File: src/rtl/core/hdlc_pkg.sv
// hdlc_pkg: shared types, codes, constants and the crc-16/ppp byte update
// for the hdlc deframer with fcs check
// no dependencies
package hdlc_pkg;

  localparam int MAX_FRAME_BYTES_DEF = 2048;

  localparam logic [7:0] FLAG_BYTE = 8'h7E;
  localparam logic [7:0] ESC_BYTE  = 8'h7D;
  localparam logic [7:0] ESC_XOR   = 8'h20;

  localparam logic [15:0] CRC_POLY = 16'h8408;
  localparam logic [15:0] CRC_INIT = 16'hFFFF;
  localparam logic [15:0] CRC_GOOD = 16'hF0B8;

  localparam int KIND_W = 2;
  localparam int LEN_W  = 11;

  localparam logic [KIND_W-1:0] KIND_PAYLOAD   = 2'd0;
  localparam logic [KIND_W-1:0] KIND_FRAME_END = 2'd1;
  localparam logic [KIND_W-1:0] KIND_DROP      = 2'd2;

  localparam int Q_DEPTH = 2;
  localparam int Q_AW    = $clog2(Q_DEPTH);
  localparam int Q_CW    = $clog2(Q_DEPTH + 1);

  typedef struct packed {
    logic       is_flag;
    logic [7:0] value;
  } tok_t;

  function automatic logic [15:0] crc_byte(input logic [15:0] c, input logic [7:0] b);
    logic [15:0] r;
    r = c ^ {8'h00, b};
    for (int i = 0; i < 8; i++) begin
      if (r[0]) begin
        r = (r >> 1) ^ CRC_POLY;
      end else begin
        r = r >> 1;
      end
    end
    return r;
  endfunction

endpackage

File: src/rtl/core/hdlc_rx_if.sv
// hdlc_rx_if: valid/ready channel carrying one raw line byte per transfer
// no dependencies
interface hdlc_rx_if;
  logic       valid;
  logic       ready;
  logic [7:0] rx_byte;

  modport source (output valid, output rx_byte, input ready);
  modport sink (input valid, input rx_byte, output ready);
endinterface

File: src/rtl/core/hdlc_res_if.sv
// hdlc_res_if: valid/ready channel carrying one deframer result per transfer
// depends on hdlc_pkg
interface hdlc_res_if;
  import hdlc_pkg::*;

  logic              valid;
  logic              ready;
  logic [KIND_W-1:0] kind;
  logic [7:0]        data;
  logic              fcs_ok;
  logic [LEN_W-1:0]  payload_length;

  modport source (output valid, output kind, output data, output fcs_ok,
                  output payload_length, input ready);
  modport sink (input valid, input kind, input data, input fcs_ok,
                input payload_length, output ready);
endinterface

File: src/rtl/core/hdlc_front.sv
// hdlc_front: accepts raw bytes, removes escapes and classifies each byte
// as flag or data token; depends on hdlc_pkg and hdlc_rx_if
module hdlc_front (
  input  logic           clk,
  input  logic           rst,
  hdlc_rx_if.sink        rx,
  output logic           tok_valid,
  output hdlc_pkg::tok_t tok,
  input  logic           tok_ready
);
  import hdlc_pkg::*;

  logic escape;
  logic escape_next;
  logic take;

  assign rx.ready = tok_ready;
  assign take     = rx.valid && rx.ready;

  always_comb begin
    escape_next   = escape;
    tok_valid     = 1'b0;
    tok.is_flag   = 1'b0;
    tok.value     = rx.rx_byte;
    if (rx.rx_byte == FLAG_BYTE) begin
      tok_valid   = rx.valid;
      tok.is_flag = 1'b1;
      escape_next = 1'b0;
    end else if (escape) begin
      tok_valid   = rx.valid;
      tok.value   = rx.rx_byte ^ ESC_XOR;
      escape_next = 1'b0;
    end else if (rx.rx_byte == ESC_BYTE) begin
      escape_next = 1'b1;
    end else begin
      tok_valid   = rx.valid;
    end
  end

  always_ff @(posedge clk) begin
    if (rst) begin
      escape <= 1'b0;
    end else if (take) begin
      escape <= escape_next;
    end
  end

endmodule

File: src/rtl/core/hdlc_queue.sv
// hdlc_queue: short token queue between the front and back parts
// depends on hdlc_pkg
module hdlc_queue (
  input  logic           clk,
  input  logic           rst,
  input  logic           push,
  input  hdlc_pkg::tok_t push_tok,
  output logic           not_full,
  input  logic           pop,
  output hdlc_pkg::tok_t pop_tok,
  output logic           not_empty
);
  import hdlc_pkg::*;

  tok_t            slots [Q_DEPTH];
  logic [Q_AW-1:0] wr_ptr;
  logic [Q_AW-1:0] rd_ptr;
  logic [Q_CW-1:0] count;
  logic            do_push;
  logic            do_pop;

  assign not_full  = count != Q_CW'(Q_DEPTH);
  assign not_empty = count != '0;
  assign do_push   = push && not_full;
  assign do_pop    = pop && not_empty;
  assign pop_tok   = slots[rd_ptr];

  always_ff @(posedge clk) begin
    if (do_push) begin
      slots[wr_ptr] <= push_tok;
    end
  end

  always_ff @(posedge clk) begin
    if (rst) begin
      wr_ptr <= '0;
      rd_ptr <= '0;
      count  <= '0;
    end else begin
      if (do_push) begin
        wr_ptr <= (wr_ptr == Q_AW'(Q_DEPTH - 1)) ? '0 : wr_ptr + 1'b1;
      end
      if (do_pop) begin
        rd_ptr <= (rd_ptr == Q_AW'(Q_DEPTH - 1)) ? '0 : rd_ptr + 1'b1;
      end
      if (do_push && !do_pop) begin
        count <= count + 1'b1;
      end else if (do_pop && !do_push) begin
        count <= count - 1'b1;
      end
    end
  end

endmodule

File: src/rtl/core/hdlc_back.sv
// hdlc_back: frame state, running crc, two-byte holding delay and the
// registered result stage; depends on hdlc_pkg and hdlc_res_if
module hdlc_back #(
  parameter int MAX_FRAME_BYTES = hdlc_pkg::MAX_FRAME_BYTES_DEF
) (
  input  logic           clk,
  input  logic           rst,
  input  logic           tok_valid,
  input  hdlc_pkg::tok_t tok,
  output logic           tok_ready,
  hdlc_res_if.source     result
);
  import hdlc_pkg::*;

  localparam int CNT_W = $clog2(MAX_FRAME_BYTES + 1);

  logic             framed;
  logic [CNT_W-1:0] count;
  logic [15:0]      crc;
  logic [7:0]       held0;
  logic [7:0]       held1;
  logic             take;

  logic             emit;
  logic [KIND_W-1:0] kind_next;
  logic [7:0]       data_next;
  logic             ok_next;
  logic [CNT_W-1:0] len_full;
  logic [LEN_W-1:0] len_next;
  logic             at_max;
  logic             two_plus;

  assign tok_ready = !result.valid || result.ready;
  assign take      = tok_valid && tok_ready;
  assign at_max    = count == CNT_W'(MAX_FRAME_BYTES);
  assign two_plus  = count >= CNT_W'(2);
  assign len_full  = count - CNT_W'(2);

  always_comb begin
    emit      = 1'b0;
    kind_next = KIND_PAYLOAD;
    data_next = 8'h00;
    ok_next   = 1'b0;
    len_next  = '0;
    if (tok.is_flag) begin
      if (framed && two_plus) begin
        emit      = 1'b1;
        kind_next = KIND_FRAME_END;
        ok_next   = crc == CRC_GOOD;
        len_next  = LEN_W'(len_full);
      end
    end else if (framed) begin
      if (at_max) begin
        emit      = 1'b1;
        kind_next = KIND_DROP;
      end else if (two_plus) begin
        emit      = 1'b1;
        data_next = held0;
      end
    end
  end

  always_ff @(posedge clk) begin
    if (rst) begin
      framed <= 1'b0;
      count  <= '0;
      crc    <= CRC_INIT;
    end else if (take) begin
      if (tok.is_flag) begin
        framed <= 1'b1;
        count  <= '0;
        crc    <= CRC_INIT;
      end else if (framed) begin
        if (at_max) begin
          framed <= 1'b0;
          count  <= '0;
        end else begin
          count <= count + 1'b1;
          crc   <= crc_byte(crc, tok.value);
        end
      end
    end
  end

  // holding delay, payload only
  always_ff @(posedge clk) begin
    if (take && !tok.is_flag && framed && !at_max) begin
      if (count == '0) begin
        held0 <= tok.value;
      end else if (count == CNT_W'(1)) begin
        held1 <= tok.value;
      end else begin
        held0 <= held1;
        held1 <= tok.value;
      end
    end
  end

  always_ff @(posedge clk) begin
    if (rst) begin
      result.valid <= 1'b0;
    end else if (take) begin
      result.valid <= emit;
    end else if (result.ready) begin
      result.valid <= 1'b0;
    end
  end

  always_ff @(posedge clk) begin
    if (take && emit) begin
      result.kind           <= kind_next;
      result.data           <= data_next;
      result.fcs_ok         <= ok_next;
      result.payload_length <= len_next;
    end
  end

endmodule

File: src/rtl/core/hdlc_deframer_fcs_check.sv
// hdlc_deframer_fcs_check: top level of the hdlc/ppp deframer with crc-16 fcs check
// depends on hdlc_pkg, hdlc_rx_if, hdlc_res_if, hdlc_front, hdlc_queue, hdlc_back
//
//   channel  role    payload
//   rx       sink    rx_byte[7:0]
//   result   source  kind[1:0], data[7:0], fcs_ok, payload_length[10:0]
//
// one byte per cycle sustained while result.ready stays high; a byte's token goes
// from the front into the two-entry queue, then the back stage registers its result
// the crc update of a whole byte is one combinational step in the back stage
// synchronous reset clears escape, queue pointers, frame state, crc and result valid
// a stalled result holds the back stage; rx stays open until the queue is full
module hdlc_deframer_fcs_check #(
  parameter int MAX_FRAME_BYTES = hdlc_pkg::MAX_FRAME_BYTES_DEF
) (
  input logic        clk,
  input logic        rst,
  hdlc_rx_if.sink    rx,
  hdlc_res_if.source result
);
  import hdlc_pkg::*;

  logic q_push;
  tok_t q_in;
  logic q_not_full;
  logic q_pop;
  tok_t q_out;
  logic q_not_empty;

  hdlc_front u_front (
    .clk       (clk),
    .rst       (rst),
    .rx        (rx),
    .tok_valid (q_push),
    .tok       (q_in),
    .tok_ready (q_not_full)
  );

  hdlc_queue u_queue (
    .clk       (clk),
    .rst       (rst),
    .push      (q_push),
    .push_tok  (q_in),
    .not_full  (q_not_full),
    .pop       (q_pop),
    .pop_tok   (q_out),
    .not_empty (q_not_empty)
  );

  hdlc_back #(
    .MAX_FRAME_BYTES (MAX_FRAME_BYTES)
  ) u_back (
    .clk       (clk),
    .rst       (rst),
    .tok_valid (q_not_empty),
    .tok       (q_out),
    .tok_ready (q_pop),
    .result    (result)
  );

  // a full queue must close the input side
  a_full_blocks_rx: assert property (@(posedge clk) disable iff (rst)
    !q_not_full |-> !rx.ready)
    else $error("rx open while queue full");

  // a token pushed into an empty queue is visible to the back stage next cycle
  a_push_reaches_back: assert property (@(posedge clk) disable iff (rst)
    (q_push && q_not_full && !q_not_empty) |=> q_not_empty)
    else $error("pushed token lost");

  // fields not used by a result kind read as zero
  a_unused_fields_zero: assert property (@(posedge clk) disable iff (rst)
    (result.valid && result.kind != KIND_PAYLOAD) |-> result.data == 8'h00)
    else $error("data nonzero on non-payload result");

  a_drop_fields_zero: assert property (@(posedge clk) disable iff (rst)
    (result.valid && result.kind == KIND_DROP) |->
      (!result.fcs_ok && result.payload_length == '0))
    else $error("drop result carries check fields");

endmodule
File: src/flat_wrapper.sv
// flat-port wrapper written by rule: the top's interface ports become plain ports
module hdlc_deframer_fcs_check_flat import hdlc_pkg::*;
#(
  parameter int MAX_FRAME_BYTES = hdlc_pkg::MAX_FRAME_BYTES_DEF
)
  (clk, rst, rx_valid, rx_rx_byte, rx_ready, result_valid, result_kind, result_data, result_fcs_ok, result_payload_length, result_ready);
  hdlc_rx_if rx_i ();
  hdlc_res_if result_i ();
  input logic clk;
  input logic rst;
  input wire logic [$bits(rx_i.valid)-1:0] rx_valid;
  input wire logic [$bits(rx_i.rx_byte)-1:0] rx_rx_byte;
  output wire logic [$bits(rx_i.ready)-1:0] rx_ready;
  output wire logic [$bits(result_i.valid)-1:0] result_valid;
  output wire logic [$bits(result_i.kind)-1:0] result_kind;
  output wire logic [$bits(result_i.data)-1:0] result_data;
  output wire logic [$bits(result_i.fcs_ok)-1:0] result_fcs_ok;
  output wire logic [$bits(result_i.payload_length)-1:0] result_payload_length;
  input wire logic [$bits(result_i.ready)-1:0] result_ready;
  assign rx_i.valid = rx_valid;
  assign rx_i.rx_byte = rx_rx_byte;
  assign rx_ready = rx_i.ready;
  assign result_valid = result_i.valid;
  assign result_kind = result_i.kind;
  assign result_data = result_i.data;
  assign result_fcs_ok = result_i.fcs_ok;
  assign result_payload_length = result_i.payload_length;
  assign result_i.ready = result_ready;
  hdlc_deframer_fcs_check #(.MAX_FRAME_BYTES(MAX_FRAME_BYTES)) u_core (.clk(clk), .rst(rst), .rx(rx_i), .result(result_i));
endmodule
File: config.mk
export PLATFORM = sky130hd
export DESIGN_NAME = hdlc_deframer_fcs_check_flat
export DESIGN_NICKNAME = d
export VERILOG_FILES = /design/src/rtl/core/hdlc_pkg.sv /design/src/rtl/core/hdlc_rx_if.sv /design/src/rtl/core/hdlc_res_if.sv /design/src/rtl/core/hdlc_front.sv /design/src/rtl/core/hdlc_queue.sv /design/src/rtl/core/hdlc_back.sv /design/src/rtl/core/hdlc_deframer_fcs_check.sv /design/src/flat_wrapper.sv
export SDC_FILE = /design/constraint.sdc
export NUM_CORES = 1
export LEC_CHECK = 0
export BUFFER_PORTS_ARGS = -buffer_cell sky130_fd_sc_hd__buf_2
export CORE_UTILIZATION = 45
export CTS_CLUSTER_SIZE = 24
export DETAILED_ROUTE_END_ITERATION = 8
export PLACE_DENSITY = 0.66
export SYNTH_ARGS = -nofsm -noshare
export SYNTH_HDL_FRONTEND = slang
export SYNTH_SLANG_ARGS = --single-unit
File: constraint.sdc
create_clock -name clk -period 2.53 [get_ports clk]
set_input_delay 0.506 -clock clk [delete_from_list [all_inputs] [get_ports clk]]
set_output_delay 0.506 -clock clk [all_outputs]
set_load 0.02 [all_outputs]
Word level (Yosys, flattened, before mapping)
Memories as Yosys holds them, arrays and structs flattened. A register that Yosys moved wholly into a read port is not among the register bits.
Index checks and enable logic that the tools add are counted.

storage, ports and cells
  register bits = 73
  input port bits = 12
  memory bits (writable) = 18
  memories kept = 1

memories
  memory                words  bits a word  rd ports  clocked after Yosys merged registers in  wr ports  RTL line          source
  u_core.u_queue.slots  2      9            1         1                                        1         hdlc_queue.sv:15  tok_t slots [Q_DEPTH];

cells by class
  mux-type cells = 82
  add/subtract/negate cells = 6
  reduce and logical (&&, ||, !) cells = 27
  equality and inequality tests = 8
  bitwise gates (word level) = 13
  order comparisons = 1

operators by type and width
  operator                                                                number
  16-bit two-way mux                                                      46
  12-bit two-way mux                                                      3
  1-bit two-way mux                                                       24
  2-bit NOT with 3-bit output                                             8
  16-bit equality test, second input constant                             1
  8-bit by 7-bit equality test with 1-bit output, second input constant   2
  8-bit two-way mux                                                       2
  16-bit by 8-bit XOR with 16-bit output                                  1
  12-bit by 1-bit adder with 12-bit output, second input constant         1
  12-bit by 1-bit equality test with 1-bit output, second input constant  1
  12-bit equality test, second input constant                             1
  12-bit by 2-bit >= comparator with 1-bit output, second input constant  1
  12-bit zero test                                                        1
  6-bit two-way mux                                                       2
  11-bit by 2-bit subtractor with 11-bit output, second input constant    1
  1-bit logical AND                                                       10
  2-bit two-way mux                                                       5
  2-bit AND reduction                                                     4
  2-bit nonzero test                                                      4
  2-bit inequality test, second input constant                            3
  1-bit zero test                                                         5
  1-bit NOT                                                               4
  4-bit OR reduction                                                      1
  3-bit AND reduction                                                     1
  other kinds (4)                                                         5

Longest topological paths before layout
  depth in word-level cells = 55
  depth in mapped cells = 8
  mapped depth without buffers = 7

Modules after synthesis
Synthesis repeated with hierarchy kept, for this count alone.

second synthesis, totals
  cells, all modules = 335
  area, all modules = 4165.2 um^2

by module, submodules not included
  module      cells each  area an instance (um^2)  times used
  hdlc_back   261         3118.0                   1
  hdlc_queue  52          877.1                    1
  hdlc_front  22          170.2                    1

Worst setup path after synthesis
OpenSTA, ideal clock, no wires.

  path type = flip-flop to flip-flop
  start = reg u_core.u_back.count[6]
  end = reg u_core.u_back.result.data[0], enable pin
  cell stages (with the launch flop) = 7
  slack = 0.092 ns
  period minus slack after synthesis = 2.438 ns
  setup time = 0.402 ns
  path buffers = 2
  arrival time = 2.035 ns
  cell sequence = dfxtp_1 clkbuf_1 or4_4 buf_6 nand2b_1 o31ai_1 nor2_1

between the ends
  cells in the longest elaborated chain, start to end = 6
  elaborated cells on any way between the ends = 9
  those cells by class = 1 x order compare; 1 x eq/ne; 5 x mux; 2 x reduce/logical

ends and longest elaborated chain
  what                                             RTL line           source
  start: declaration                               hdlc_back.sv:18    logic [CNT_W-1:0] count;
  start signal: assignment                         hdlc_back.sv:78    count <= count + 1'b1;
  12-bit by 2-bit >= comparator with 1-bit output  hdlc_back.sv:36    assign two_plus = count >= CNT_W'(2);
  1-bit two-way mux                                hdlc_back.sv:56    end else if (two_plus) begin
  1-bit two-way mux                                hdlc_back.sv:53    if (at_max) begin
  1-bit two-way mux                                hdlc_back.sv:52    end else if (framed) begin
  1-bit two-way mux (*)                            hdlc_back.sv:45    if (tok.is_flag) begin
  1-bit logical AND (*)                            hdlc_back.sv:110   if (take && emit) begin
  end signal: assignment                           hdlc_back.sv:112   result.data <= data_next;
  end: declaration                                 hdlc_res_if.sv:13  modport source (output valid, output kind, output data, output fcs_ok,

Every way passes the cells marked *; elsewhere a longest branch is shown, timed or not.
A chain may end at the register's enable or synchronous reset.

Worst setup path in the final report
  start = reg u_core.u_back.count[5]
  end = reg u_core.u_back.held0[0], data pin

between the ends
  cells in the longest elaborated chain, start to end = 2

ends and longest elaborated chain
  what                    RTL line         source
  12-bit zero test        hdlc_back.sv:88  if (count == '0) begin
  8-bit two-way mux       hdlc_back.sv:88
  end signal: assignment  hdlc_back.sv:89  held0 <= tok.value;
  end signal: assignment  hdlc_back.sv:93  held0 <= held1;
  end: declaration        hdlc_back.sv:20  logic [7:0] held0;

Every way passes these cells.

==> results.json <==
{
  "yosysTopAreaCell": "edfxtp_1",
  "yosys.cell_count.top_type": "edfxtp_1",
  "synth_edf_count": 56,
  "num_rows": 34,
  "netlist_area_um2": 4080,
  "cts_setup_buffers": 0,
  "start_util_pct": 46.56,
  "postCtsHoldBufs": 0,
  "clk_latency_ns": 0.36,
  "antenna_found_initial": 0,
  "syn_nets": 363,
  "die_x_um": 97.22,
  "worst_slack_ns": 0.2645,
  "clkSinkCount": 92,
  "worst_slew_pin_slew_ns": 1.090,
  "n_antenna_cell": 0,
  "crit_type": "reg -> reg",
  "area_growth_pct": 14.75,
  "ys_top_cells_by_area": "edfxtp_1, dfxtp_1, xnor2_1, xor2_1, nor2_1",
  "place_hpwl_um": 5379,
  "path_clk_slew_ns": 0.10,
  "postSynthAreaPerCell_um2": 11.86,
  "async_flop_share_pct": 0,
  "max-slew-margin-rel_pct": 27.25,
  "holdWs_ns": 0.3370,
  "drt-pass1-iter-count": 4,
  "synth-seq-cells": 92,
  "fin_setup_tns_ns": 0,
  "yosysUniqueCellTypes": 46,
  "cp.required_ns": 2.64,
  "grt_max_degree": 32,
  "setup_viol": 0,
  "arrival_ns": 2.38,
  "drv_slew": 0,
  "hp-class": "in -> reg",
  "critPathMaxFanout": 11,
  "yosysTopAreaCellShare_pct": 41.21,
  "cts_tree": "built",
  "clk_path_buf_depth": 2,
  "start_kind": "flip-flop",
  "power_density_nw_per_um2": 843.2,
  "vias": 2646,
  "clock.fmax_ghz": 0.4414,
  "grt-ovfl-total": 0,
  "crit_path_end_kind": "flip-flop",
  "syn_inst": 344,
  "synth_ff_type": "edfxtp_1",
  "drc": 0,
  "ant_nets": 0,
  "wl_per_cell_um": 14.76,
  "rsz0062_at_grt": "no",
  "drt_iter0_drc": 180,
  "ir_drop_mv": 0.3722,
  "outcome": "completed",
  "drive_above_1_share_pct": 22.94,
  "final_util_pct": 53.43,
  "fin_crit_ns": 2.266,
  "yosys-top-cells-count": "edfxtp_1, nor2_1, dfxtp_1, xnor2_1, xor2_1",
  "gr-usage-all-layers_pct": 17.02,
  "vias_per_cell": 5.198,
  "routed_wl_um": 7514,
  "ys_warn_count": 0,
  "ios": 36,
  "die_area_um2": 9452,
  "io_buffers": 35,
  "cap_violations": 0,
  "htreeDepth": 3,
  "core-area_um2": 8763,
  "grt_pass1_vias": 2505,
  "place_congestion": 0.8350,
  "place_ws_ns": 0.1595,
  "cts_made_buffers": 9,
  "finalCritPeriodShare_pct": 89.55,
  "power_mw": 3.948,
  "grt_pass1_wl_um": 12540,
  "nNetsFinal": 415,
  "hold_viol": 0,
  "skew_ns": 0.01360,
  "ys_seq_area_share_pct": 58.88,
  "fp.dieH_um": 97.22,
  "p_leak_nw": 1.683,
  "clockRootBuffer": "clkbuf_8"
}
## path summary, 6_finish.rpt
path | start | endpoint | slack (ns) | cells after the start
min | rx_rx_byte[7] | u_core.u_queue.slots[1][7] | 0.34 | 1
max reg2reg | u_core.u_back.count[5] | u_core.u_back.held0[0] | 0.26 | 5
max | u_core.u_back.count[5] | u_core.u_back.held0[0] | 0.26 | 5
min reg2reg | u_core.u_queue.rd_ptr | u_core.u_queue.rd_ptr | 0.52 | 2
## through the flow
stage          instances  area (µm²)
4_1_cts              509        4677
6_report             509        4682
3_3_place_gp         493        4462
2_1_floorplan        344        4080
5_1_grt              509        4682
3_5_place_dp         493        4462
## kinds of logic after synthesis
family	after synthesis	share of synthesized area [%]
adder cells (fa/ha/maj)	7	2.146
buffers and inverters	25	3.005
flip-flops	92	58.88
AO/OA/AOI/OAI	41	7.268
XOR/XNOR	44	9.445
multiplexers	15	4.017
AND/OR/NAND/NOR	120	15.24
## worst max-delay path, cell delays in order, from the launching register on
cell	delay [ns]
dfxtp_1	0.39
or4_4	0.59
nor3_1	0.45
nand2_1	0.10
buf_4	0.19
mux2_2	0.30
## layout make-up
class / instances / area (µm²)
fill: 762 / 4081
sequential: 92 / 2402
multi-input combinational: 227 / 1563
timing repair buffer: 55 / 325.3
clock buffer: 10 / 137.6
tap: 108 / 135.1
clock inverter: 6 / 77.57
inverter: 11 / 41.29
## routing by layer
layer / global-route usage [%] / vias up / share of wire [%]
li1: - / 1326 / -
met1: 23.67 / 1250 / 48
met2: 25.79 / 59 / 46
met3: 3.669 / 11 / 3.6
met4: 7.353 / 0 / 2.1
met5: 0 / - / 0
## what timing repair did
| item | in CTS | in global routing |
|---|---|---|
| gates resized for setup | 0 | 1 |
| endpoints found under the hold margin | 0 | 0 |
| endpoints found under the setup margin | 0 | 9 |
## power by group
group / total (mW) / internal (mW) / switching, mW
clock network: 1.06 / 0.505 / 0.553
registers: 1.83 / 1.75 / 0.0800
logic: 1.06 / 0.451 / 0.605
## registers in the layout, indices dropped and copies added, names as in the netlist, named ones only
register and count:
u_core.u_back.result.data 8, u_core.u_back.result.valid 1, u_core.u_queue.slots 18, u_core.u_back.framed 1, u_core.u_queue.count 2, u_core.u_back.crc 16
u_core.u_back.held0 8, u_core.u_back.result.fcs_ok 1, u_core.u_back.count 12, u_core.u_back.result.payload_length 11, u_core.u_front.escape 1, u_core.u_back.result.kind 2
u_core.u_back.held1 8, u_core.u_queue.rd_ptr 1, u_core.u_queue.wr_ptr 1
## cells in the final DEF, fill, tap and decap left out, types with 3 or more instances in the layout
cell type	n
buf_2	35
xnor2_1	24
o2bb2ai_1	4
nor2b_1	3
o32a_1	3
nor3_1	13
dfxtp_1	36
nand2b_1	14
nand4_1	4
and2_1	9
o21ai_0	6
nor4_1	5
buf_4	20
mux2i_1	4
or3_1	4
nand2_1	15
clkbuf_8	10
nor2_1	36
o22ai_1	4
edfxtp_1	56
a21oi_1	12
xor2_1	20
mux2_2	11
nand3_1	7
ha_1	7
inv_1	10
Power figures use the tool's default switching activity.
